$ cat src/packet_release_pacer_defines.svh
// assertion macros for the packet release pacer
// used by prp_div and packet_release_pacer; no other dependencies
`ifndef PACKET_RELEASE_PACER_DEFINES_SVH
`define PACKET_RELEASE_PACER_DEFINES_SVH
`ifndef ASSERT_OFF
`define PRP_ASSERT(lbl, prop, msg) \
  lbl: assert property (@(posedge clk) disable iff (rst) prop) else $error(msg);
`define PRP_ASSERT_RST(lbl, prop, msg) \
  lbl: assert property (@(posedge clk) prop) else $error(msg);
`else
`define PRP_ASSERT(lbl, prop, msg)
`define PRP_ASSERT_RST(lbl, prop, msg)
`endif
`endif

$ cat src/prp_pkg.sv
// shared widths, codes and constants for the packet release pacer
// no dependencies
package prp_pkg;

  localparam int TIME_W     = 64;
  localparam int RATE_W     = 37;
  localparam int INTERVAL_W = 32;
  localparam int SEC_W      = 32;
  localparam int NSEC_W     = 30;
  localparam int MODE_W     = 2;
  localparam int STATUS_W   = 2;
  localparam int INDEX_W    = 2;
  localparam int LEN_WIDTH_DEF = 16;
  localparam int BYTE_SHIFT = 3;

  localparam logic [NSEC_W-1:0] NS_PER_SEC = 30'd1000000000;
  localparam logic [RATE_W-1:0] RATE_MIN   = 37'd2;
  localparam logic [RATE_W-1:0] RATE_RESET = 37'd1000000;

  localparam logic [MODE_W-1:0] MODE_INTERVAL = 2'd0;
  localparam logic [MODE_W-1:0] MODE_RATE     = 2'd1;
  localparam logic [MODE_W-1:0] MODE_REPLAY   = 2'd2;

  localparam logic [STATUS_W-1:0] STATUS_PACED   = 2'd0;
  localparam logic [STATUS_W-1:0] STATUS_UNPACED = 2'd1;
  localparam logic [STATUS_W-1:0] STATUS_DROPPED = 2'd2;

  localparam logic [INDEX_W-1:0] REG_MODE     = 2'd0;
  localparam logic [INDEX_W-1:0] REG_INTERVAL = 2'd1;
  localparam logic [INDEX_W-1:0] REG_RATE     = 2'd2;
  localparam logic [INDEX_W-1:0] REG_START    = 2'd3;

endpackage

$ cat src/prp_div.sv
// radix-2 restoring divider, one quotient bit per cycle, saturating quotient
// depends on prp_pkg and packet_release_pacer_defines.svh
`include "packet_release_pacer_defines.svh"
module prp_div #(
  parameter int NUM_W = prp_pkg::TIME_W + 1,
  parameter int DEN_W = prp_pkg::RATE_W,
  parameter int Q_W   = prp_pkg::TIME_W
) (
  input  logic             clk,
  input  logic             rst,
  input  logic             start,
  input  logic [NUM_W-1:0] num,
  input  logic [DEN_W-1:0] den,
  output logic             done,
  output logic [Q_W-1:0]   quot
);

  localparam int HI_W  = NUM_W - Q_W;
  localparam int CMP_W = (HI_W > DEN_W) ? HI_W : DEN_W;
  localparam int CNT_W = $clog2(Q_W);

  logic             busy;
  logic [CNT_W-1:0] cnt;
  logic [DEN_W-1:0] rem;
  logic [DEN_W-1:0] den_q;
  logic [Q_W-1:0]   lo;
  logic [DEN_W:0]   shifted;
  logic             fits;
  logic             sat;

  assign sat     = CMP_W'(num[NUM_W-1:Q_W]) >= CMP_W'(den);
  assign shifted = {rem, lo[Q_W-1]};
  assign fits    = shifted >= {1'b0, den_q};

  always_ff @(posedge clk) begin
    if (rst) begin
      busy <= 1'b0;
      done <= 1'b0;
    end else begin
      done <= 1'b0;
      if (start) begin
        if (sat) begin
          done <= 1'b1;
        end else begin
          busy <= 1'b1;
        end
      end else if (busy && cnt == '0) begin
        busy <= 1'b0;
        done <= 1'b1;
      end
    end
  end

  always_ff @(posedge clk) begin
    if (start) begin
      den_q <= den;
      cnt   <= CNT_W'(Q_W - 1);
      lo    <= num[Q_W-1:0];
      rem   <= DEN_W'(num[NUM_W-1:Q_W]);
      quot  <= sat ? '1 : '0;
    end else if (busy) begin
      cnt  <= cnt - 1'b1;
      lo   <= {lo[Q_W-2:0], 1'b0};
      rem  <= fits ? DEN_W'(shifted - {1'b0, den_q}) : shifted[DEN_W-1:0];
      quot <= {quot[Q_W-2:0], fits};
    end
  end

  `PRP_ASSERT(a_start_idle, start |-> !busy, "divider started while busy")
  `PRP_ASSERT(a_last_done, busy && cnt == '0 && !start |=> done, "divider missed done")
  `PRP_ASSERT_RST(a_reset_clear, rst |=> !busy && !done, "divider not cleared by reset")

endmodule

$ cat src/packet_release_pacer.sv
// path from the input accept to out_valid: interval mode, no timestamp or drop go to the final state
// and the output register; timestamp replay runs multiply, stamp, offset, schedule, output;
// bit-rate mode runs multiply, divider start and the bit-serial divider, then output.
// one packet at a time: a new packet is accepted only once the last has left the final state.
// synchronous reset clears control, schedule state and configuration to their reset values.
`include "packet_release_pacer_defines.svh"
module packet_release_pacer #(
  parameter int LEN_WIDTH = prp_pkg::LEN_WIDTH_DEF
) (
  input  logic                          clk,
  input  logic                          rst,
  input  logic                          in_valid,
  output logic                          in_ready,
  input  logic [LEN_WIDTH-1:0]          pkt_len_bytes,
  input  logic                          has_timestamp,
  input  logic signed [prp_pkg::SEC_W-1:0] stamp_sec,
  input  logic [prp_pkg::NSEC_W-1:0]    stamp_nsec,
  input  logic [prp_pkg::TIME_W-1:0]    arrival_ns,
  output logic                          out_valid,
  input  logic                          out_ready,
  output logic [prp_pkg::TIME_W-1:0]    release_ns,
  output logic [prp_pkg::STATUS_W-1:0]  status,
  input  logic                          cfg_valid,
  output logic                          cfg_ready,
  input  logic [prp_pkg::INDEX_W-1:0]   cfg_index,
  input  logic [prp_pkg::TIME_W-1:0]    cfg_data
);

  import prp_pkg::*;

  localparam int MW    = (LEN_WIDTH > SEC_W - 1) ? LEN_WIDTH : SEC_W - 1;
  localparam int PW    = MW + NSEC_W;
  localparam int NUM_W = (LEN_WIDTH + NSEC_W + BYTE_SHIFT > TIME_W + 1) ?
                         LEN_WIDTH + NSEC_W + BYTE_SHIFT : TIME_W + 1;

  localparam logic [2:0] S_IDLE   = 3'd0;
  localparam logic [2:0] S_MUL    = 3'd1;
  localparam logic [2:0] S_DSTART = 3'd2;
  localparam logic [2:0] S_DIV    = 3'd3;
  localparam logic [2:0] S_PTS    = 3'd4;
  localparam logic [2:0] S_OFS    = 3'd5;
  localparam logic [2:0] S_SCH    = 3'd6;
  localparam logic [2:0] S_FIN    = 3'd7;

  localparam logic [2:0] K_INTERVAL = 3'd0;
  localparam logic [2:0] K_RATE     = 3'd1;
  localparam logic [2:0] K_STAMP    = 3'd2;
  localparam logic [2:0] K_NOTS     = 3'd3;
  localparam logic [2:0] K_DROP     = 3'd4;

  logic [2:0]            state;
  logic [2:0]            state_next;
  logic [2:0]            kind;
  logic [2:0]            kind_next;

  logic [MODE_W-1:0]     pacing_mode;
  logic [INTERVAL_W-1:0] interval_ns;
  logic [RATE_W-1:0]     rate_bps;
  logic [TIME_W-1:0]     start_time_ns;
  logic [TIME_W-1:0]     next_due;
  logic [TIME_W-1:0]     first_stamp;
  logic                  first_seen;

  logic [LEN_WIDTH-1:0]  len_q;
  logic [SEC_W-2:0]      sec_low;
  logic [NSEC_W-1:0]     nsec_q;
  logic [TIME_W-1:0]     arr_q;

  logic [MW-1:0]         mul_op;
  logic [PW-1:0]         mul_q;
  logic [TIME_W-1:0]     pts;
  logic [TIME_W-1:0]     first_eff;
  logic                  stamp_ge;
  logic [TIME_W-1:0]     mag;
  logic [TIME_W:0]       sch_sum;
  logic [TIME_W:0]       sch_dif;
  logic [TIME_W-1:0]     sched;
  logic [TIME_W-1:0]     sched_q;

  logic                  in_fire;
  logic                  cfg_fire;
  logic                  fin_fire;
  logic                  out_free;
  logic                  div_start;
  logic                  div_done;
  logic [NUM_W-1:0]      div_num;
  logic [TIME_W-1:0]     div_quot;

  logic [TIME_W-1:0]     step;
  logic [TIME_W:0]       due_sum;
  logic [TIME_W-1:0]     base;
  logic [TIME_W-1:0]     later_time;
  logic [TIME_W-1:0]     rel_time;
  logic [STATUS_W-1:0]   rel_status;

  assign in_ready  = (state == S_IDLE);
  assign cfg_ready = 1'b1;
  assign in_fire   = in_valid && in_ready;
  assign cfg_fire  = cfg_valid && cfg_ready;
  assign out_free  = !out_valid || out_ready;
  assign fin_fire  = (state == S_FIN) && out_free;
  assign div_start = (state == S_DSTART);
  assign div_num   = NUM_W'({mul_q[LEN_WIDTH+NSEC_W-1:0], {BYTE_SHIFT{1'b0}}});
  assign mul_op    = (kind == K_RATE) ? MW'(len_q) : MW'(sec_low);

  // packet class at accept
  always_comb begin
    if (pacing_mode == MODE_INTERVAL) begin
      kind_next = K_INTERVAL;
    end else if (pacing_mode == MODE_RATE && rate_bps >= RATE_MIN) begin
      kind_next = K_RATE;
    end else if (!has_timestamp) begin
      kind_next = K_NOTS;
    end else if (stamp_sec[SEC_W-1]) begin
      kind_next = K_DROP;
    end else begin
      kind_next = K_STAMP;
    end
  end

  always_comb begin
    state_next = state;
    case (state)
      S_IDLE: begin
        if (in_fire) begin
          if (kind_next == K_RATE || kind_next == K_STAMP) begin
            state_next = S_MUL;
          end else begin
            state_next = S_FIN;
          end
        end
      end
      S_MUL:    state_next = (kind == K_RATE) ? S_DSTART : S_PTS;
      S_DSTART: state_next = S_DIV;
      S_DIV: begin
        if (div_done) begin
          state_next = S_FIN;
        end
      end
      S_PTS:    state_next = S_OFS;
      S_OFS:    state_next = S_SCH;
      S_SCH:    state_next = S_FIN;
      S_FIN: begin
        if (out_free) begin
          state_next = S_IDLE;
        end
      end
      default:  state_next = S_IDLE;
    endcase
  end

  // replay offset
  assign first_eff = first_seen ? first_stamp : pts;
  assign sch_sum   = {1'b0, start_time_ns} + {1'b0, mag};
  assign sch_dif   = {1'b0, start_time_ns} - {1'b0, mag};

  always_comb begin
    if (stamp_ge) begin
      sched = sch_sum[TIME_W] ? '1 : sch_sum[TIME_W-1:0];
    end else begin
      sched = sch_dif[TIME_W] ? '0 : sch_dif[TIME_W-1:0];
    end
  end

  // release and schedule update
  assign step       = (kind == K_RATE) ? div_quot : TIME_W'(interval_ns);
  assign due_sum    = {1'b0, next_due} + {1'b0, step};
  assign base       = (kind == K_STAMP) ? sched_q : next_due;
  assign later_time = (base > arr_q) ? base : arr_q;

  always_comb begin
    case (kind)
      K_NOTS: begin
        rel_time   = arr_q;
        rel_status = STATUS_UNPACED;
      end
      K_DROP: begin
        rel_time   = '0;
        rel_status = STATUS_DROPPED;
      end
      default: begin
        rel_time   = later_time;
        rel_status = STATUS_PACED;
      end
    endcase
  end

  always_ff @(posedge clk) begin
    if (rst) begin
      state <= S_IDLE;
      kind  <= K_INTERVAL;
    end else begin
      state <= state_next;
      if (in_fire) begin
        kind <= kind_next;
      end
    end
  end

  always_ff @(posedge clk) begin
    if (in_fire) begin
      len_q   <= pkt_len_bytes;
      sec_low <= stamp_sec[SEC_W-2:0];
      nsec_q  <= stamp_nsec;
      arr_q   <= arrival_ns;
    end
    if (state == S_MUL) begin
      mul_q <= PW'(mul_op) * PW'(NS_PER_SEC);
    end
    if (state == S_PTS) begin
      pts <= TIME_W'(mul_q) + TIME_W'(nsec_q);
    end
    if (state == S_OFS) begin
      stamp_ge <= pts >= first_eff;
      mag      <= (pts >= first_eff) ? pts - first_eff : first_eff - pts;
    end
    if (state == S_SCH) begin
      sched_q <= sched;
    end
  end

  // configuration and schedule state
  always_ff @(posedge clk) begin
    if (rst) begin
      pacing_mode   <= MODE_REPLAY;
      interval_ns   <= '0;
      rate_bps      <= RATE_RESET;
      start_time_ns <= '0;
      next_due      <= '0;
      first_stamp   <= '0;
      first_seen    <= 1'b0;
    end else begin
      if (state == S_OFS) begin
        first_seen  <= 1'b1;
        first_stamp <= first_eff;
      end
      if (state == S_SCH) begin
        next_due <= sched;
      end
      if (fin_fire && (kind == K_RATE || kind == K_INTERVAL)) begin
        next_due <= due_sum[TIME_W] ? '1 : due_sum[TIME_W-1:0];
      end
      if (cfg_fire) begin
        case (cfg_index)
          REG_MODE:     pacing_mode <= cfg_data[MODE_W-1:0];
          REG_INTERVAL: interval_ns <= cfg_data[INTERVAL_W-1:0];
          REG_RATE:     rate_bps    <= cfg_data[RATE_W-1:0];
          REG_START: begin
            start_time_ns <= cfg_data;
            next_due      <= cfg_data;
          end
          default: ;
        endcase
      end
    end
  end

  // output register
  always_ff @(posedge clk) begin
    if (rst) begin
      out_valid <= 1'b0;
    end else if (fin_fire) begin
      out_valid <= 1'b1;
    end else if (out_ready) begin
      out_valid <= 1'b0;
    end
  end

  always_ff @(posedge clk) begin
    if (fin_fire) begin
      release_ns <= rel_time;
      status     <= rel_status;
    end
  end

  prp_div #(
    .NUM_W (NUM_W),
    .DEN_W (RATE_W),
    .Q_W   (TIME_W)
  ) u_div (
    .clk   (clk),
    .rst   (rst),
    .start (div_start),
    .num   (div_num),
    .den   (rate_bps),
    .done  (div_done),
    .quot  (div_quot)
  );

  `PRP_ASSERT(a_done_in_div, div_done |-> state == S_DIV, "divider done outside wait state")
  `PRP_ASSERT(a_drop_zero, out_valid && status == STATUS_DROPPED |-> release_ns == '0, "drop with nonzero time")
  `PRP_ASSERT(a_status_code, out_valid |-> status <= STATUS_DROPPED, "bad status")
  `PRP_ASSERT(a_due_mono, fin_fire && (kind == K_RATE || kind == K_INTERVAL) && !(cfg_valid && cfg_index == REG_START) |=> next_due >= $past(next_due), "schedule went backward")

endmodule
$ cat config.mk
export PLATFORM = sky130hd
export DESIGN_NAME = packet_release_pacer
export DESIGN_NICKNAME = d
export VERILOG_FILES = /design/src/prp_pkg.sv /design/src/prp_div.sv /design/src/packet_release_pacer.sv
export VERILOG_INCLUDE_DIRS = /design/src /design/src/src
export SDC_FILE = /design/constraint.sdc
export NUM_CORES = 2
export LEC_CHECK = 0
export BUFFER_PORTS_ARGS = -buffer_cell sky130_fd_sc_hd__buf_2
export CAP_MARGIN = 20
export CORE_MARGIN = 2
export CORE_UTILIZATION = 60
export CTS_CLUSTER_DIAMETER = 200
export CTS_CLUSTER_SIZE = 20
export DETAILED_ROUTE_END_ITERATION = 10
export PLACE_DENSITY = 0.83
export SLEW_MARGIN = 10
export SYNTH_ARGS = -nofsm -noshare
export SYNTH_HDL_FRONTEND = slang
export SYNTH_HIERARCHICAL = 1
export SYNTH_SLANG_ARGS = --single-unit
export TNS_END_PERCENT = 5
$ cat constraint.sdc
create_clock -name clk -period 19.77 [get_ports clk]
set_input_delay 4.9425 -clock clk [delete_from_list [all_inputs] [get_ports clk]]
set_output_delay 4.9425 -clock clk [all_outputs]
set_load 0.02 [all_outputs]
==> flow_summary.ini <==
[global_route]
grt-ovfl-total = 0
grtUsageTotal = 0.404
grt_pass1_wl_mm = 384
grt_antenna_before_repair = 9
grt_pass1_vias = 61300
grt_max_degree = 189

[sta]
relSlewSlack = 0.185
fin_hold_ws_ns = 0.428
finalSetupTns_ns = 0
period_share = 0.497
rsz0062_at_grt = false
hold_violations = 0
setup_viol = 0
tightest_slew_ns = 1.22
max_freq_ghz = 0.102
slew_violations = 0
period_needed_ns = 9.83
fin_skew_ns = 0.0546

[cts]
cts_hold_buffers = 0
numCtsBuffers = 52
clock_sinks = 931
cts_resized = 0
clk_path_buf_depth = 3
cts_tree = done
htreeDepth = 2
clk_latency_ns = 0.73
clk_pin_slew_worst_paths_ns = 0.10
post-cts-setup-buffers = 0
clockRootBuffer = clkbuf_16

[logic_synthesis]
ys_types = 110
synth_ff_type = edfxtp_1
syn_area_per_cell_um2 = 9.16
synth-async-reset-ratio = 0
syn_area_um2 = 73600
synthTopCellsByArea = edfxtp_1 (25%), ha_1 (12%), dfxtp_1 (8.6%)
synth_cells = 8029
yosys_register_bits = 931
yosysTopAreaCellShare = 0.251
synth_top_area_cell = edfxtp_1
seq_area_frac_synth = 0.337
synth_edf_count = 616
yosysWarnings = 6

[setup_path]
startpoint_type = register
crit_type = register to register
end_kind = register
cp.arrival_ns = 10.28
cp_max_fo = 46
crit_required_ns = 20.22

[drt]
route.detailed.drc = 0
antenna_left = 0
drt_iter0_markers = 7933
avgViaCountPerCell = 6.49
drt-total-wl_mm = 259
firstDrtPassIters = 9
vias = 63200
wl_per_cell_um = 26.6

[placed_design]
portBuffers = 281
gp_congestion = 1.05
hpwl_mm = 206

[floorplanning]
dieArea_um2 = 125000
io_pins = 283
die_h_um = 354
initial_core_util = 0.605
core_um2 = 122000
die_w_um = 354
row_count = 128

[layout]
fillers = 9978
seqCellArea_um2 = 24800
nNetsFinal = 9275
syn_to_final_growth_pct = 5.65
multiInputGateArea_um2 = 43900
drive_gt1_frac = 0.0767

[flow_run]
drv_cap = 0

[status]
outcome = finished, final reports clean

[min_path]
min_path_type = register to register
-- synth_stat cells (24+ instances only) --
cell and n:
buf_2 46, and2_1 47, nand3_1 119, mux2_2 129, a31oi_1 75, a21boi_0 27, edfxtp_1 616, nor2_1 513
clkbuf_1 294, o21bai_1 107, o21ai_1 50, a221oi_1 24, a211oi_1 144, nand2b_1 49, xor2_1 86, nor2b_1 60
o221ai_1 39, dfxtp_1 315, nand2_1 758, nor4_1 53, nor3_1 80, xnor2_1 183, a21oi_1 736, ha_1 694
buf_1 27, a21o_1 194, o31ai_1 50, inv_1 939, o21ai_0 408, nand4_1 104, mux2i_1 178, fa_1 301
o211ai_1 46, o21a_1 53, and3_1 78
-- logic make-up (layout without fill, tap and decap cells) --
| kind of cell | after synthesis | after routing | synth area share |
|---|---|---|---|
| AO/OA/AOI/OAI | 2230 | 2230 | 0.195 |
| AND/OR/NAND/NOR | 1975 | 1975 | 0.124 |
| buffers and inverters | 1319 | 1373 | 0.0687 |
| adder cells (fa/ha/maj) | 995 | 995 | 0.200 |
| flip-flops | 931 | 931 | 0.337 |
| multiplexers | 308 | 308 | 0.0441 |
| XOR/XNOR | 269 | 269 | 0.0320 |
| other | 2 | 39 | 0.000102 |
-- sequential cells by signal (all words and copies together) (netlist names), 62 cells and up --
| signal | flops |
|---|---|
| sched_q | 64 |
| arr_q | 64 |
| pts | 62 |
| u_div/lo | 64 |
| mag | 64 |
| first_stamp | 64 |
| u_div/quot | 64 |
| release_ns | 64 |
| next_due | 64 |
| start_time_ns | 64 |
-- final cells by class --
class                   count  share of cell area
inverters                 943              0.0457
repair buffers            332              0.0236
clock inverters             4             0.00117
flip-flops and latches    931               0.319
diodes                     10            0.000322
multi-input cells        5806               0.565
well taps                1625              0.0262
clock buffers              94              0.0188
-- critical path, cell delays in order, from the launching register on --
cell and delay, ns:
dfxtp_1 1.01, and2_2 0.29, buf_4 0.50, mux2i_1 0.67
inv_1 0.36, ha_1 0.43, inv_1 0.07, fa_1 0.53
fa_1 0.54, fa_1 0.55, fa_1 0.57, inv_1 0.07
fa_1 0.54, inv_1 0.06, fa_1 0.49, inv_1 0.04
ha_1 0.35, a21o_1 0.20, a21o_1 0.18, a21oi_1 0.23
a31oi_1 0.19, a221oi_1 0.73, o22ai_1 0.20, o31ai_1 0.36
o21ai_0 0.18, xor2_1 0.16
-- final timing paths --
kind	startpoint	to	slack [ns]	depth (start not counted)
worst min register to register	nsec_q[5]	pts[5]	0.43	0
worst max register to register	kind[0]	mul_q[59]	9.94	25
worst max-delay path	kind[0]	mul_q[59]	9.94	25
worst min-delay path	nsec_q[5]	pts[5]	0.43	0
-- per-stage QoR --
| stage | worst slack (ns) | area, um2 | instances | utilization |
|---|---|---|---|---|
| finish | 9.94 | 77700 | 9745 | 0.639 |
| global route | 9.26 | 77700 | 9735 | 0.638 |
| CTS | 9.95 | 77700 | 9734 | 0.638 |
| detailed placement | 10.03 | 76100 | 9636 | 0.626 |
| global placement | 10.28 | 76100 | 9635 | 0.625 |
| floorplan | 10.0 | 73700 | 8056 | - |
-- placed cells by master (no fill, tap or decap), drive strengths merged, types with 27 or more instances in the layout --
cell | Yosys | layout
nand3 | 119 | 119
nand4 | 104 | 104
nor2 | 513 | 513
o21ai | 462 | 462
and2 | 50 | 50
a21oi | 737 | 737
fa | 301 | 301
clkbuf | 294 | 95
o211ai | 46 | 46
a31oi | 75 | 75
mux2 | 130 | 130
inv | 941 | 942
xnor2 | 183 | 183
a21o | 194 | 194
o221ai | 39 | 39
and3 | 78 | 78
nand2b | 49 | 49
ha | 694 | 694
edfxtp | 616 | 616
conb | 2 | 29
o21a | 53 | 53
a211oi | 145 | 145
o31ai | 50 | 50
o21bai | 108 | 108
nor3 | 82 | 82
mux2i | 178 | 178
nor4 | 54 | 54
dfxtp | 315 | 315
a21boi | 28 | 28
nand2 | 759 | 759
xor2 | 86 | 86
a221oi | 27 | 27
buf | 82 | 331
nor2b | 60 | 60
-- layer usage --
metal	wire length (um)	vias up	track usage
met5	40	-	0
met3	20900	741	0.0586
met2	119000	3364	0.654
met4	19600	6	0.250
met1	99700	30600	0.511
li1	-	28500	-
Power is left out: the tool's default activity adds up to more than one toggle a clock period on the data nets, which glitch-free logic cannot reach.
